[config.mk]
export PLATFORM = sky130hd
export DESIGN_NAME = radio_audio_packet_deframer_core
export DESIGN_NICKNAME = d
export VERILOG_FILES = /design/src/rtl/core/rapd_pkg.sv /design/src/rtl/core/radio_audio_packet_deframer_core.sv
export VERILOG_INCLUDE_DIRS = /design/src /design/src/rtl/core
export SDC_FILE = /design/constraint.sdc
export NUM_CORES = 1
export LEC_CHECK = 0
export BUFFER_PORTS_ARGS = -buffer_cell sky130_fd_sc_hd__buf_4
export CORE_ASPECT_RATIO = 0.8
export CORE_MARGIN = 2
export CORE_UTILIZATION = 50
export CTS_CLUSTER_SIZE = 28
export DETAILED_ROUTE_END_ITERATION = 10
export PLACE_DENSITY = 0.68
export SYNTH_ARGS = -nofsm -noshare
export SYNTH_HDL_FRONTEND = slang
export SYNTH_SLANG_ARGS = --single-unit
export TNS_END_PERCENT = 5
[constraint.sdc]
create_clock -name aclk -period 4.7 [get_ports aclk]
set_input_delay 0.705 -clock aclk [delete_from_list [all_inputs] [get_ports aclk]]
set_output_delay 0.705 -clock aclk [all_outputs]
set_load 0.05 [all_outputs]
[src/rtl/core/radio_audio_packet_deframer_core_assert.svh]
// Assertion macros shared by the deframer RTL.
`ifndef RADIO_AUDIO_PACKET_DEFRAMER_CORE_ASSERT_SVH
`define RADIO_AUDIO_PACKET_DEFRAMER_CORE_ASSERT_SVH

// The property must hold at every clock edge outside reset.
`define RAPD_ASSERT_ALWAYS(label, prop, msg) \
    label: assert property (@(posedge aclk) disable iff (!aresetn) (prop)) \
        else $error(msg);

// When the antecedent holds, the consequent must hold in the next cycle.
`define RAPD_ASSERT_NEXT(label, ante, cons, msg) \
    label: assert property (@(posedge aclk) disable iff (!aresetn) \
        (ante) |=> (cons)) else $error(msg);

`endif

[src/rtl/core/rapd_pkg.sv]
// Shared types and constants of the radio audio packet deframer.
package rapd_pkg;

    localparam int unsigned GROUPS_PER_PACKET = 6;
    localparam int unsigned BYTES_PER_GROUP   = 5;
    localparam int unsigned DATA_BYTES        = GROUPS_PER_PACKET * BYTES_PER_GROUP;
    localparam int unsigned AUX_POSITION      = DATA_BYTES + 1;
    localparam int unsigned POS_W             = $clog2(AUX_POSITION + 1);

    localparam logic [POS_W-1:0] POS_IDLE  = '0;
    localparam logic [POS_W-1:0] POS_FIRST = POS_W'(1);
    localparam logic [POS_W-1:0] POS_LAST_DATA = POS_W'(DATA_BYTES);
    localparam logic [POS_W-1:0] POS_AUX   = POS_W'(AUX_POSITION);

    // Offset of the last byte within its five-byte group.
    localparam logic [2:0] OFF_LAST = 3'(BYTES_PER_GROUP - 1);

    localparam logic [7:0] HI_NIBBLE_MASK = 8'hf0;
    localparam logic [7:0] LO_NIBBLE_MASK = 8'h0f;
    localparam logic [7:0] ROUTE_MASK     = 8'h07;

    typedef enum logic [2:0] {
        KIND_SAMPLE   = 3'd0,
        KIND_LOST     = 3'd1,
        KIND_SWITCHES = 3'd2,
        KIND_BATTERY  = 3'd3,
        KIND_POT      = 3'd4
    } kind_t;

    typedef enum logic [2:0] {
        ROUTE_NONE0    = 3'd0,
        ROUTE_SWITCHES = 3'd1,
        ROUTE_BATTERY  = 3'd2,
        ROUTE_POT0     = 3'd3,
        ROUTE_POT1     = 3'd4,
        ROUTE_POT2     = 3'd5,
        ROUTE_NONE6    = 3'd6,
        ROUTE_NONE7    = 3'd7
    } route_t;

    // One result as held in the output queue; the sample keeps only its
    // 20 significant bits.
    typedef struct packed {
        kind_t       kind;
        logic [19:0] sample;
        logic [7:0]  aux;
        logic [1:0]  pot;
        logic        last;
    } result_t;

    localparam int unsigned QUEUE_DEPTH = 4;
    localparam int unsigned QPTR_W      = $clog2(QUEUE_DEPTH);
    localparam int unsigned QCNT_W      = $clog2(QUEUE_DEPTH + 1);

endpackage

[src/rtl/core/radio_audio_packet_deframer_core.sv]
// Radio audio packet deframer: byte parser with a small result queue.
//
// The block takes one payload byte per cycle while s_ready is high. A
// header byte checks the packet number for continuity, the bytes of each
// five-byte group are held until the fifth arrives, and that byte yields
// two 20-bit samples; the trailing auxiliary byte is routed by the header's
// low three bits. Parsing is done in the accepting cycle and its results go
// into a four-entry result queue, which hands out one result per cycle
// while m_ready is high. s_ready is high while the queue holds two or fewer
// results, so bytes flow at one per cycle as long as the result side keeps
// taking one result per cycle. Results are registered in the queue before
// they show on the m_ ports. There is no clearing period after reset.
`include "radio_audio_packet_deframer_core_assert.svh"

module radio_audio_packet_deframer_core (
    input  logic               aclk,
    input  logic               aresetn,
    input  logic               s_valid,
    output logic               s_ready,
    input  logic [7:0]         s_rx_byte,
    input  logic               s_packet_start,
    output logic               m_valid,
    input  logic               m_ready,
    output logic [2:0]         m_result_kind,
    output logic signed [31:0] m_audio_sample,
    output logic [7:0]         m_aux_value,
    output logic [1:0]         m_pot_index,
    output logic               m_last_of_run
);

    logic [rapd_pkg::POS_W-1:0]  pos_reg, pos_next;
    logic [2:0]                  off_reg, off_next;
    logic [7:0]                  prev_num_reg, prev_num_next;
    logic [2:0]                  route_reg, route_next;
    logic [7:0]                  held_reg [4];

    rapd_pkg::result_t           queue_reg [rapd_pkg::QUEUE_DEPTH];
    logic [rapd_pkg::QPTR_W-1:0] wr_ptr_reg, rd_ptr_reg;
    logic [rapd_pkg::QCNT_W-1:0] cnt_reg, cnt_next;

    logic                        in_acc, out_acc;
    logic [1:0]                  push_n;
    logic                        held_we;
    rapd_pkg::result_t           res0, res1, head;
    logic                        lost;
    logic                        in_data;

    assign in_acc  = s_valid && s_ready;
    assign out_acc = m_valid && m_ready;
    assign lost    = (s_rx_byte - prev_num_reg) != 8'd1;
    assign in_data = pos_reg inside {[rapd_pkg::POS_FIRST:rapd_pkg::POS_LAST_DATA]};

    always_comb begin
        pos_next      = pos_reg;
        off_next      = off_reg;
        prev_num_next = prev_num_reg;
        route_next    = route_reg;
        push_n        = 2'd0;
        held_we       = 1'b0;
        res0          = '{kind: rapd_pkg::KIND_SAMPLE, sample: '0, aux: '0, pot: '0,
                          last: 1'b1};
        res1          = '{kind: rapd_pkg::KIND_SAMPLE, sample: '0, aux: '0, pot: '0,
                          last: 1'b1};

        if (in_acc) begin
            if (s_packet_start) begin
                prev_num_next = s_rx_byte;
                route_next    = 3'(s_rx_byte & rapd_pkg::ROUTE_MASK);
                pos_next      = rapd_pkg::POS_FIRST;
                off_next      = 3'd0;
                if (lost) begin
                    res0.kind = rapd_pkg::KIND_LOST;
                    push_n    = 2'd1;
                end
            end else if (pos_reg == rapd_pkg::POS_AUX) begin
                pos_next = rapd_pkg::POS_IDLE;
                res0.aux = s_rx_byte;
                case (rapd_pkg::route_t'(route_reg))
                    rapd_pkg::ROUTE_SWITCHES: begin
                        res0.kind = rapd_pkg::KIND_SWITCHES;
                        push_n    = 2'd1;
                    end
                    rapd_pkg::ROUTE_BATTERY: begin
                        res0.kind = rapd_pkg::KIND_BATTERY;
                        push_n    = 2'd1;
                    end
                    rapd_pkg::ROUTE_POT0: begin
                        res0.kind = rapd_pkg::KIND_POT;
                        res0.pot  = 2'd0;
                        push_n    = 2'd1;
                    end
                    rapd_pkg::ROUTE_POT1: begin
                        res0.kind = rapd_pkg::KIND_POT;
                        res0.pot  = 2'd1;
                        push_n    = 2'd1;
                    end
                    rapd_pkg::ROUTE_POT2: begin
                        res0.kind = rapd_pkg::KIND_POT;
                        res0.pot  = 2'd2;
                        push_n    = 2'd1;
                    end
                    default: begin
                        push_n = 2'd0;
                    end
                endcase
            end else if (in_data) begin
                pos_next = pos_reg + rapd_pkg::POS_FIRST;
                if (off_reg == rapd_pkg::OFF_LAST) begin
                    // Fifth byte: high nibble finishes sample one, low nibble sample two.
                    off_next    = 3'd0;
                    res0.sample = {held_reg[0], held_reg[1],
                                   4'((s_rx_byte & rapd_pkg::HI_NIBBLE_MASK) >> 4)};
                    res0.last   = 1'b0;
                    res1.sample = {held_reg[2], held_reg[3],
                                   4'(s_rx_byte & rapd_pkg::LO_NIBBLE_MASK)};
                    push_n      = 2'd2;
                end else begin
                    off_next = off_reg + 3'd1;
                    held_we  = 1'b1;
                end
            end
        end
    end

    assign cnt_next = cnt_reg + rapd_pkg::QCNT_W'(push_n)
                    - (out_acc ? rapd_pkg::QCNT_W'(1) : rapd_pkg::QCNT_W'(0));

    always_ff @(posedge aclk) begin
        if (!aresetn) begin
            pos_reg      <= rapd_pkg::POS_IDLE;
            off_reg      <= 3'd0;
            prev_num_reg <= 8'd0;
            route_reg    <= 3'd0;
            wr_ptr_reg   <= '0;
            rd_ptr_reg   <= '0;
            cnt_reg      <= '0;
        end else begin
            pos_reg      <= pos_next;
            off_reg      <= off_next;
            prev_num_reg <= prev_num_next;
            route_reg    <= route_next;
            cnt_reg      <= cnt_next;
            wr_ptr_reg   <= wr_ptr_reg + rapd_pkg::QPTR_W'(push_n);
            if (out_acc) begin
                rd_ptr_reg <= rd_ptr_reg + rapd_pkg::QPTR_W'(1);
            end
        end
    end

    always_ff @(posedge aclk) begin
        if (held_we) begin
            held_reg[off_reg[1:0]] <= s_rx_byte;
        end
        if (push_n != 2'd0) begin
            queue_reg[wr_ptr_reg] <= res0;
        end
        if (push_n == 2'd2) begin
            queue_reg[wr_ptr_reg + rapd_pkg::QPTR_W'(1)] <= res1;
        end
    end

    // Room for the two results that the worst byte can cause.
    assign s_ready = cnt_reg <= rapd_pkg::QCNT_W'(rapd_pkg::QUEUE_DEPTH - 2);

    assign head           = queue_reg[rd_ptr_reg];
    assign m_valid        = cnt_reg != '0;
    assign m_result_kind  = head.kind;
    assign m_audio_sample = {head.sample, 12'd0};
    assign m_aux_value    = head.aux;
    assign m_pot_index    = head.pot;
    assign m_last_of_run  = head.last;

    `RAPD_ASSERT_ALWAYS(a_cnt_bound,
        cnt_reg <= rapd_pkg::QCNT_W'(rapd_pkg::QUEUE_DEPTH), "result queue overflow")
    `RAPD_ASSERT_ALWAYS(a_pos_bound, pos_reg <= rapd_pkg::POS_AUX, "byte position out of range")
    `RAPD_ASSERT_NEXT(a_lost_push, in_acc && s_packet_start && lost && !out_acc,
        cnt_reg == $past(cnt_reg) + rapd_pkg::QCNT_W'(1), "lost packet request not queued")
    `RAPD_ASSERT_NEXT(a_pair, out_acc && head.kind == rapd_pkg::KIND_SAMPLE && !head.last,
        m_valid && head.kind == rapd_pkg::KIND_SAMPLE && head.last,
        "second sample of a pair missing")

endmodule
# Word level (Yosys, flattened, before mapping)
# Memory sizes are Yosys's and may differ from the RTL's. A register that Yosys moved wholly into a read port is not among the register bits.
# Index checks and enable logic that the tools add are counted.
# W data, S select, Z words.
[totals] regBits=26 mem_bits_rw=168 output_inout_bits=48 wordCells=88 n_memories=2
[classes] n_addsub=8 order_cmp=3 n_eq_ne=10 muxes=46 reduce_logical=12
[mem_list] memory="queue_reg" depth=4 word_bits=34 rd=1 rd_clocked_by_memory_dff=1 wr=2 line="radio_audio_packet_deframer_core.sv:37" text="rapd_pkg::result_t queue_reg [rapd_pkg::QUEUE_DEPTH];"
[mem_list] memory="held_reg" depth=4 word_bits=8 rd=4 rd_clocked_by_memory_dff=0 wr=1 line="radio_audio_packet_deframer_core.sv:35" text="logic [7:0] held_reg [4];"
[ops] operator="$mux W20" n=8
[ops] operator="$mux W34" n=1
[ops] operator="$mux W31" n=1
[ops] operator="$mux W3" n=6
[ops] operator="$mux W1" n=17
[ops] operator="$mux W5" n=3
[ops] operator="$mux W2" n=7
[ops] operator="$mux W10" n=1
[ops] operator="$eq A3 B3 Y1 const B" n=3
[ops] operator="$pmux W3 S3" n=1
[ops] operator="$ne A8 B1 Y1 const B" n=1
[ops] operator="$sub A8 B8 Y8" n=1
[ops] operator="$eq A3 B2 Y1 const B" n=2
[ops] operator="$reduce_bool A3 Y1" n=2
[ops] operator="$add A5 B1 Y5 const B" n=1
[ops] operator="$eq A5 B5 Y1 const B" n=1
[ops] operator="$ge A5 B1 Y1 const B" n=1
[ops] operator="$le A5 B5 Y1 const B" n=1
[ops] operator="$reduce_or A5 Y1" n=1
[ops] operator="$add A2 B1 Y2 const B" n=2
[ops] operator="$pmux W2 S2" n=1
[ops] operator="$reduce_and A2 Y1" n=2
[ops] operator="$reduce_bool A2 Y1" n=2
[ops] operator="$add A3 B1 Y3 const B" n=1
[ops] operator="other kinds (10)" n=12

# Longest topological paths before layout
# Gate-level depths: netlist of the first run.
[logic_depth] word_depth=9 mapped_depth=15 depth_no_buf=15

# Least setup slack after synthesis of the first run
# Ideal clock, no wire load.
[synth_timing] path_type="input -> register" start="in s_rx_byte[0]" end="mem queue_reg[1][11] (netlist bit) (enable)" setup_ns=0.404 arrival_ns=3.875 path_slack_ns=0.421 cell_stages=10 path_buffers=0 cell_sequence="inv_1 ha_1 fa_1 nand2b_1 a21oi_1 mux2i_1 a2111oi_4 a211oi_1 nand2_1 a21oi_1"
[synth_lines] element="start, declared" line="radio_audio_packet_deframer_core.sv:20" text="input logic [7:0] s_rx_byte,"
[synth_lines] element="end, declared" line="radio_audio_packet_deframer_core.sv:37"

==> results of run 1 <==
## final cells by class
| type | instances | area, sq um |
|---|---|---|
| fill | 1511 | 7740 |
| sequential | 193 | 4990 |
| multi-input combinational | 544 | 4050 |
| clock buffer | 21 | 503 |
| timing repair buffer | 64 | 480 |
| tap | 253 | 317 |
| inverter | 39 | 146 |
| clock inverter | 11 | 104 |
## power groups by stage
stage / logic, W / registers [W] / clock network (W)
CTS: 0.00112 / 0.00201 / 0.00149
detailed placement: 0.00112 / 0.00205 / 0
floorplan: 0.000947 / 0.00194 / 0
finish: 0.00112 / 0.00202 / 0.00148
global route: 0.00120 / 0.00203 / 0.00155
global placement: 0.00110 / 0.00205 / 0
## logic make-up (layout without fill, tap and decap cells)
group / Yosys count / in the layout / share of synthesized area
and+or+nand+nor: 267 / 267 / 0.140
DFF: 193 / 193 / 0.527
AOI/OAI and AO/OA: 160 / 160 / 0.119
buffers and inverters: 109 / 135 / 0.0511
muxes: 76 / 76 / 0.125
adders and majority gates: 20 / 20 / 0.0280
xor gates and xnor gates: 9 / 9 / 0.00833
other: 1 / 12 / 0.000396
## cell usage after synthesis, drive strengths merged, types with 19 or more instances
cell type,instances
nand3,30
edfxtp,112
buf,28
nand3b,20
mux2i,42
dfxtp,81
mux4,34
inv,38
a21oi,36
nor2,67
clkbuf,42
o21ai,30
a22o,23
a31oi,19
nand2,82
## per-stage QoR
step	util	instance area, sq um	setup WS [ns]
2_1_floorplan	-	9500	0.421
3_3_place_gp	0.544	9980	0.579
3_5_place_dp	0.544	9980	0.420
4_1_cts	0.577	10600	0.832
5_1_grt	0.578	10600	0.667
6_report	0.578	10600	0.733
## path summary, 6_finish.rpt
check | from | endpoint | slack, ns
worst max-delay path | s_rx_byte[0] | queue_reg[1][28] | 0.73
worst min-delay path | queue_reg[1][8] | queue_reg[1][8] | 0.46
worst max register to register | prev_num_reg[2] | queue_reg[1][28] | 0.77
worst min register to register | queue_reg[1][8] | queue_reg[1][8] | 0.46
## layout by cell type, fill, tap and decap left out, types with 4 or more instances in the layout
master     netlist  routed
xnor2_1          5       5
o21ai_0         30      29
and2_1          18      18
conb_1           1      12
inv_1           38      38
dfxtp_1         81      77
o22a_1           8       8
ha_1            18      18
a22o_1          23      23
nand2_1         82      82
a31oi_1         18      18
edfxtp_1       112     112
nand3_1         30      30
xor2_1           4       4
a21oi_1         35      34
a22oi_1         10      10
a221oi_1         6       6
nor3_1           5       5
mux2i_1         42      42
a21boi_0        11      11
mux4_2          34      34
and3_1           6       6
buf_4           13      64
clkbuf_16        0      19
nor3b_1         18      18
nor2_1          67      67
nand3b_1        20      20
## metal layers
layer / share of wire / wire length, um / global-route usage
met1: 0.45 / 10300 / 0.345
met2: 0.46 / 10700 / 0.368
met3: 0.073 / 1680 / 0.0512
met4: 0.019 / 450 / 0.0770
met5: 0 / 0 / 0
## worst min-delay path, stage by stage, from the launching register on
cell and delay, ns:
dfxtp_1 0.31, nand2_1 0.05, mux2i_1 0.05
==> impl_metrics.env, run 1 <==
export IMPL_die_area_sq_um=20000
export IMPL_switching_power_w=0.00151
export IMPL_ys_seq_elements=193
export IMPL_yosysWarningCount=0
export IMPL_p_total_w=0.00462
export IMPL_async_reset_ff_frac=0
export IMPL_power_density_nw_per_um2=436
export IMPL_avgSynthCellArea_sq_um=11.3
export IMPL_synth_edff_count=112
export IMPL_grt_setup_unrepaired="false"
export IMPL_rr_worst_depth=11
export IMPL_setup_viol=0
export IMPL_cts_sinks=193
export IMPL_cpPeakStageDelay_ns=0.52
export IMPL_diodes=0
export IMPL_clkTransAtPathRegs_ns=0.07
export IMPL_hold_viol_final=0
export IMPL_critPathArrivalTime_ns=4.11
export IMPL_die_h_um=127
export IMPL_seq_power_share=0.437
export IMPL_drive_gt1_frac=0.166
export IMPL_ys_dominant_reg_cell="edfxtp_1"
export IMPL_clock_latency_ns=0.44
export IMPL_dr_pass1_iters=5
export IMPL_crit_chain="buf_4 -> inv_1 -> ha_1 -> fa_1 -> nand2b_1 -> a21oi_1 -> mux2i_1 -> a2111oi_4 -> a211oi_1 -> buf_4 -> nand2_1 -> a21oi_2 -> buf_4"
export IMPL_cts_tree="yes"
export IMPL_io_pins=61
export IMPL_worst_pin_slew_ns=1.06
export IMPL_synth_distinct_cells=60
export IMPL_cts_root_buf="clkbuf_16"
export IMPL_finalSetupTns_ns=0
export IMPL_post_route_period_util=0.844
export IMPL_synthCells=835
export IMPL_crit_top_cell="buf_4"
export IMPL_critPathTopFamily="compound AO/OA/AOI/OAI gates"
export IMPL_max_cap_violations=0
export IMPL_start_kind="input port"
export IMPL_clkPwrFrac=0.320
export IMPL_path_max_fanout=10
export IMPL_finClkSkew_ns=0.0103
export IMPL_grt_overflow_total=0
export IMPL_final_cells=1125
export IMPL_syn_area_sq_um=9460
export IMPL_vias_per_cell=5.99
export IMPL_worstSetupPathType="input port to flop"
export IMPL_synth_top_cell_area_share=0.356
export IMPL_num_nets_final=892
export IMPL_ant_nets=0
export IMPL_hold_slack_ns=0.458
export IMPL_htreeDepth=4
export IMPL_worstHoldPathType="flop to flop"
export IMPL_vdd_ir_drop_max_v=0.000392
export IMPL_endpoint_kind="flop"
export IMPL_antenna_found_initial=0
export IMPL_gp_congestion=0.981
export IMPL_cp_depth=13
export IMPL_path_buf_inv=4
export IMPL_totalWireLength_mm=23.2
export IMPL_crit_path_top_delay_cell="a211oi_1"
export IMPL_drv_slew=0
export IMPL_fmax_mhz=252
export IMPL_cts_buffers_inserted=17
export IMPL_p_leak_nw=3.92
export IMPL_die_w_um=158
export IMPL_swShare=0.327
export IMPL_p_int_w=0.00311
export IMPL_yosys_top_cells_area="edfxtp_1 (36%), dfxtp_1 (17%), mux4_2 (8.1%), mux2i_1 (4.4%), nand2_1 (3.3%)"
export IMPL_drtIter0Drc=585
export IMPL_std_cell_rows=44
export IMPL_required_ns=4.85
export IMPL_vias=6735
export IMPL_grt_start_max_net_pins=99
export IMPL_dp_cells=1093
export IMPL_port_buffers=48
export IMPL_largest_reg_flops=136
export IMPL_detailed_place_hpwl_mm=14.7
export IMPL_status="finished, final reports clean"
export IMPL_grt_use_total=0.241
export IMPL_postCtsSetupRepairBufs=0
export IMPL_min_period_ns=3.97
export IMPL_post_cts_resized=0
export IMPL_yosysSeqAreaShare=0.527
export IMPL_start_util=0.516
export IMPL_grt_pass1_vias=6533
export IMPL_cts_hold_buf=0
export IMPL_p_comb_frac=0.244
export IMPL_core_area_sq_um=18300
export IMPL_syn_to_final_growth_pct=12.0
export IMPL_yosysTopAreaCell="edfxtp_1"
export IMPL_grt_pass1_wl_mm=36.4
export IMPL_route_detailed_drc=0
export IMPL_hold_path_depth=2
export IMPL_slew_headroom=0.295
export IMPL_wl_per_cell_um=20.6
export IMPL_clock_path_buffers=2
No activity file was read; power rests on OpenSTA's default activity.
==> run 2: changes to the inputs <==
ABC_AREA = 1   (was unset)
PLACE_DENSITY = 0.7   (was 0.68)
clock period = 3.5 ns   (was 4.7 ns; I/O delays follow)
==> run 2 against run 1 <==
Against the previous run:
- setup slack worse by 0.21 ns
- global-route usage grew 0.70 points
- clock power is 32% higher
- register-to-register slack lost 0.25 ns
- worst hold slack worse by 0.14 ns
- combinational power up 140%
- cell count increased by 20%
==> impl_metrics.env, run 2 <==
export IMPL_synth_distinct_cells=37
export IMPL_finClkSkew_ns=0.0121
export IMPL_grt_pass1_vias=6960
export IMPL_syn_area_sq_um=9290
export IMPL_largest_reg_flops=136
export IMPL_die_w_um=156
export IMPL_yosysSeqAreaShare=0.537
export IMPL_start_util=0.511
export IMPL_cts_sinks=193
export IMPL_synth_top_cell_area_share=0.362
export IMPL_io_pins=61
export IMPL_ys_seq_elements=193
export IMPL_p_total_w=0.00749
export IMPL_top_usage_layer="met2"
export IMPL_drive_gt1_frac=0.118
export IMPL_synth_edff_count=112
export IMPL_post_route_period_util=0.850
export IMPL_async_reset_ff_frac=0
export IMPL_synth_top_family_by_area="simple AND/OR/NAND/NOR gates"
export IMPL_finalSetupTns_ns=0
export IMPL_ant_nets=0
export IMPL_vias_per_cell=5.67
export IMPL_syn_to_final_growth_pct=12.6
export IMPL_synthCells=1071
export IMPL_p_leak_nw=4.60
export IMPL_fmax_mhz=336
export IMPL_gp_congestion=0.848
export IMPL_multi_input_area_sq_um=3570
export IMPL_crit_chain="ha_1 -> nand2_1 -> nor2_1 -> ha_1 -> nor2_2 -> nand2_1 -> nor2_4 -> nand2_4 -> inv_4 -> nand2_2 -> buf_4 -> o22ai_1"
export IMPL_postCtsSetupRepairBufs=0
export IMPL_avgSynthCellArea_sq_um=8.67
export IMPL_core_area_sq_um=18200
export IMPL_clock_latency_ns=0.44
export IMPL_status="finished, final reports clean"
export IMPL_yosys_top_cells_area="edfxtp_1 (36%), dfxtp_1 (17%), nand2_1 (6.6%), o22ai_1 (6.5%), nor2_1 (6.2%)"
export IMPL_synth_compound_area_frac=0.166
export IMPL_diodes=0
export IMPL_crit_path_top_delay_cell="dfxtp_1"
export IMPL_worst_pin_slew_ns=0.865
export IMPL_final_cell_mix="nand2_1 (163), nor2_1 (154), edfxtp_1 (112)"
export IMPL_fillers=1587
export IMPL_hold_viol_final=0
export IMPL_route_detailed_drc=0
export IMPL_wl_per_cell_um=17.7
export IMPL_critPathArrivalTime_ns=3.24
export IMPL_required_ns=3.76
export IMPL_clkTransAtPathRegs_ns=0.07
export IMPL_drtIter0Drc=794
export IMPL_yosys_mux_area_fraction=0
export IMPL_antenna_found_initial=0
export IMPL_port_buffers=48
export IMPL_vias=7631
export IMPL_yosys_area_share_xor_xnor=0.00283
export IMPL_grt_pass1_wl_mm=37.4
export IMPL_drv_slew=0
export IMPL_cts_hold_buf=0
export IMPL_grt_use_total=0.248
export IMPL_met3_usage=0.0475
export IMPL_path_max_fanout=28
export IMPL_synth_fa_ha_area_frac=0.0286
export IMPL_max_cap_violations=0
export IMPL_yosysMostFrequentCell="nand2_1"
export IMPL_vdd_ir_drop_max_v=0.000348
export IMPL_totalWireLength_mm=23.8
export IMPL_dr_pass1_iters=5
export IMPL_final_common_cell="nand2_1"
export IMPL_cpPeakStageDelay_ns=0.36
export IMPL_cts_tree="yes"
export IMPL_htreeDepth=4
export IMPL_grt_overflow_total=0
export IMPL_setup_viol=0
export IMPL_clock_path_buffers=2
export IMPL_die_h_um=126
export IMPL_grt_setup_unrepaired="false"
export IMPL_post_cts_resized=0
export IMPL_cts_root_buf="clkbuf_16"
export IMPL_synthTopCellsByCount="nand2_1 (163), nor2_1 (154), edfxtp_1 (112)"
export IMPL_slew_headroom=0.423
export IMPL_cts_buffers_inserted=17
export IMPL_seqCellArea_sq_um=4990
export IMPL_num_nets_final=1135
export IMPL_endpoint_kind="flop"
export IMPL_ys_dominant_reg_cell="edfxtp_1"
export IMPL_yosysWarningCount=0
export IMPL_std_cell_rows=44
export IMPL_start_kind="flop"
export IMPL_worstSetupPathType="flop to flop"
export IMPL_synthSimpleGateAreaFrac=0.183
export IMPL_min_period_ns=2.98
export IMPL_yosysTopAreaCell="edfxtp_1"
export IMPL_grtUsageMet1=0.356
export IMPL_die_area_sq_um=19700
export IMPL_grt_met2_usage=0.377
export IMPL_worstHoldPathType="input port to flop"
export IMPL_detailed_place_hpwl_mm=14.9
export IMPL_power_density_nw_per_um2=716
export IMPL_grt_start_max_net_pins=58
[run 2: cell count changes after synthesis, sizes merged, moves of 34 or more]
cell,delta
a21oi,+42
inv,+63
mux2i,-42
mux4,-34
nand2,+91
nor2,+89
o21ai,+64
o22ai,+96
[run 2: critical path, delay by kind of cell (launching register included)]
kind                       cells  cell delay (ns)
AOI/OAI and AO/OA              1             0.25
adders and majority gates      2             0.44
buffers and inverters          2             0.62
DFF                            1             0.36
and+or+nand+nor                7             1.12
[run 2: area by class of cell]
class,count,area share
clock inverter,15,0.0152
clock buffer,17,0.0407
multi-input combinational,711,0.341
sequential,193,0.477
timing repair buffer,74,0.0603
tap,230,0.0275
inverter,105,0.0381
[run 2: logic make-up (layout without fill, tap and decap cells)]
group | count (synthesis) | after routing
simple gates | 403 | 403
compound gates | 273 | 273
flops | 193 | 193
buf+inv | 178 | 211
fa+ha+maj | 20 | 20
xor+xnor | 3 | 3
other cells | 1 | 12
[run 2: power by group]
part	switching [W]	internal, W
Clock	0.000890	0.00106
Combinational	0.00190	0.000781
Sequential	0.000158	0.00271
[run 2: per-layer routing]
| layer | vias up | wire length [um] |
|---|---|---|
| met4 | 0 | 400 |
| met2 | 374 | 10700 |
| li1 | 3708 | - |
| met1 | 3508 | 10300 |
| met3 | 41 | 2360 |
| met5 | - | 0 |
[run 2: path summary, 6_finish.rpt]
| check | slack, ns | cells past startpoint | from | end |
|---|---|---|---|---|
| worst max-delay path | 0.52 | 12 | pos_reg[1] | queue_reg[3][14] |
| worst min-delay path | 0.32 | 1 | s_rx_byte[0] | held_reg[1][0] |
| worst max register to register | 0.52 | 12 | pos_reg[1] | queue_reg[3][14] |
| worst min register to register | 0.45 | 2 | prev_num_reg[6] | prev_num_reg[6] |
[run 2: per-stage QoR]
| stage | worst slack, ns | std cells | instance area, sq um | hold WS [ns] | util |
|---|---|---|---|---|---|
| after detailed placement | 0.243 | 1313 | 9870 | 0.444 | 0.543 |
| after global placement | 0.311 | 1313 | 9870 | 0.437 | 0.543 |
| after global routing | 0.371 | 1345 | 10500 | 0.307 | 0.576 |
| after floorplan | 0.542 | 1082 | 9330 | 0.424 | - |
| after CTS | 0.557 | 1345 | 10500 | 0.311 | 0.576 |
| final | 0.525 | 1345 | 10500 | 0.316 | 0.576 |
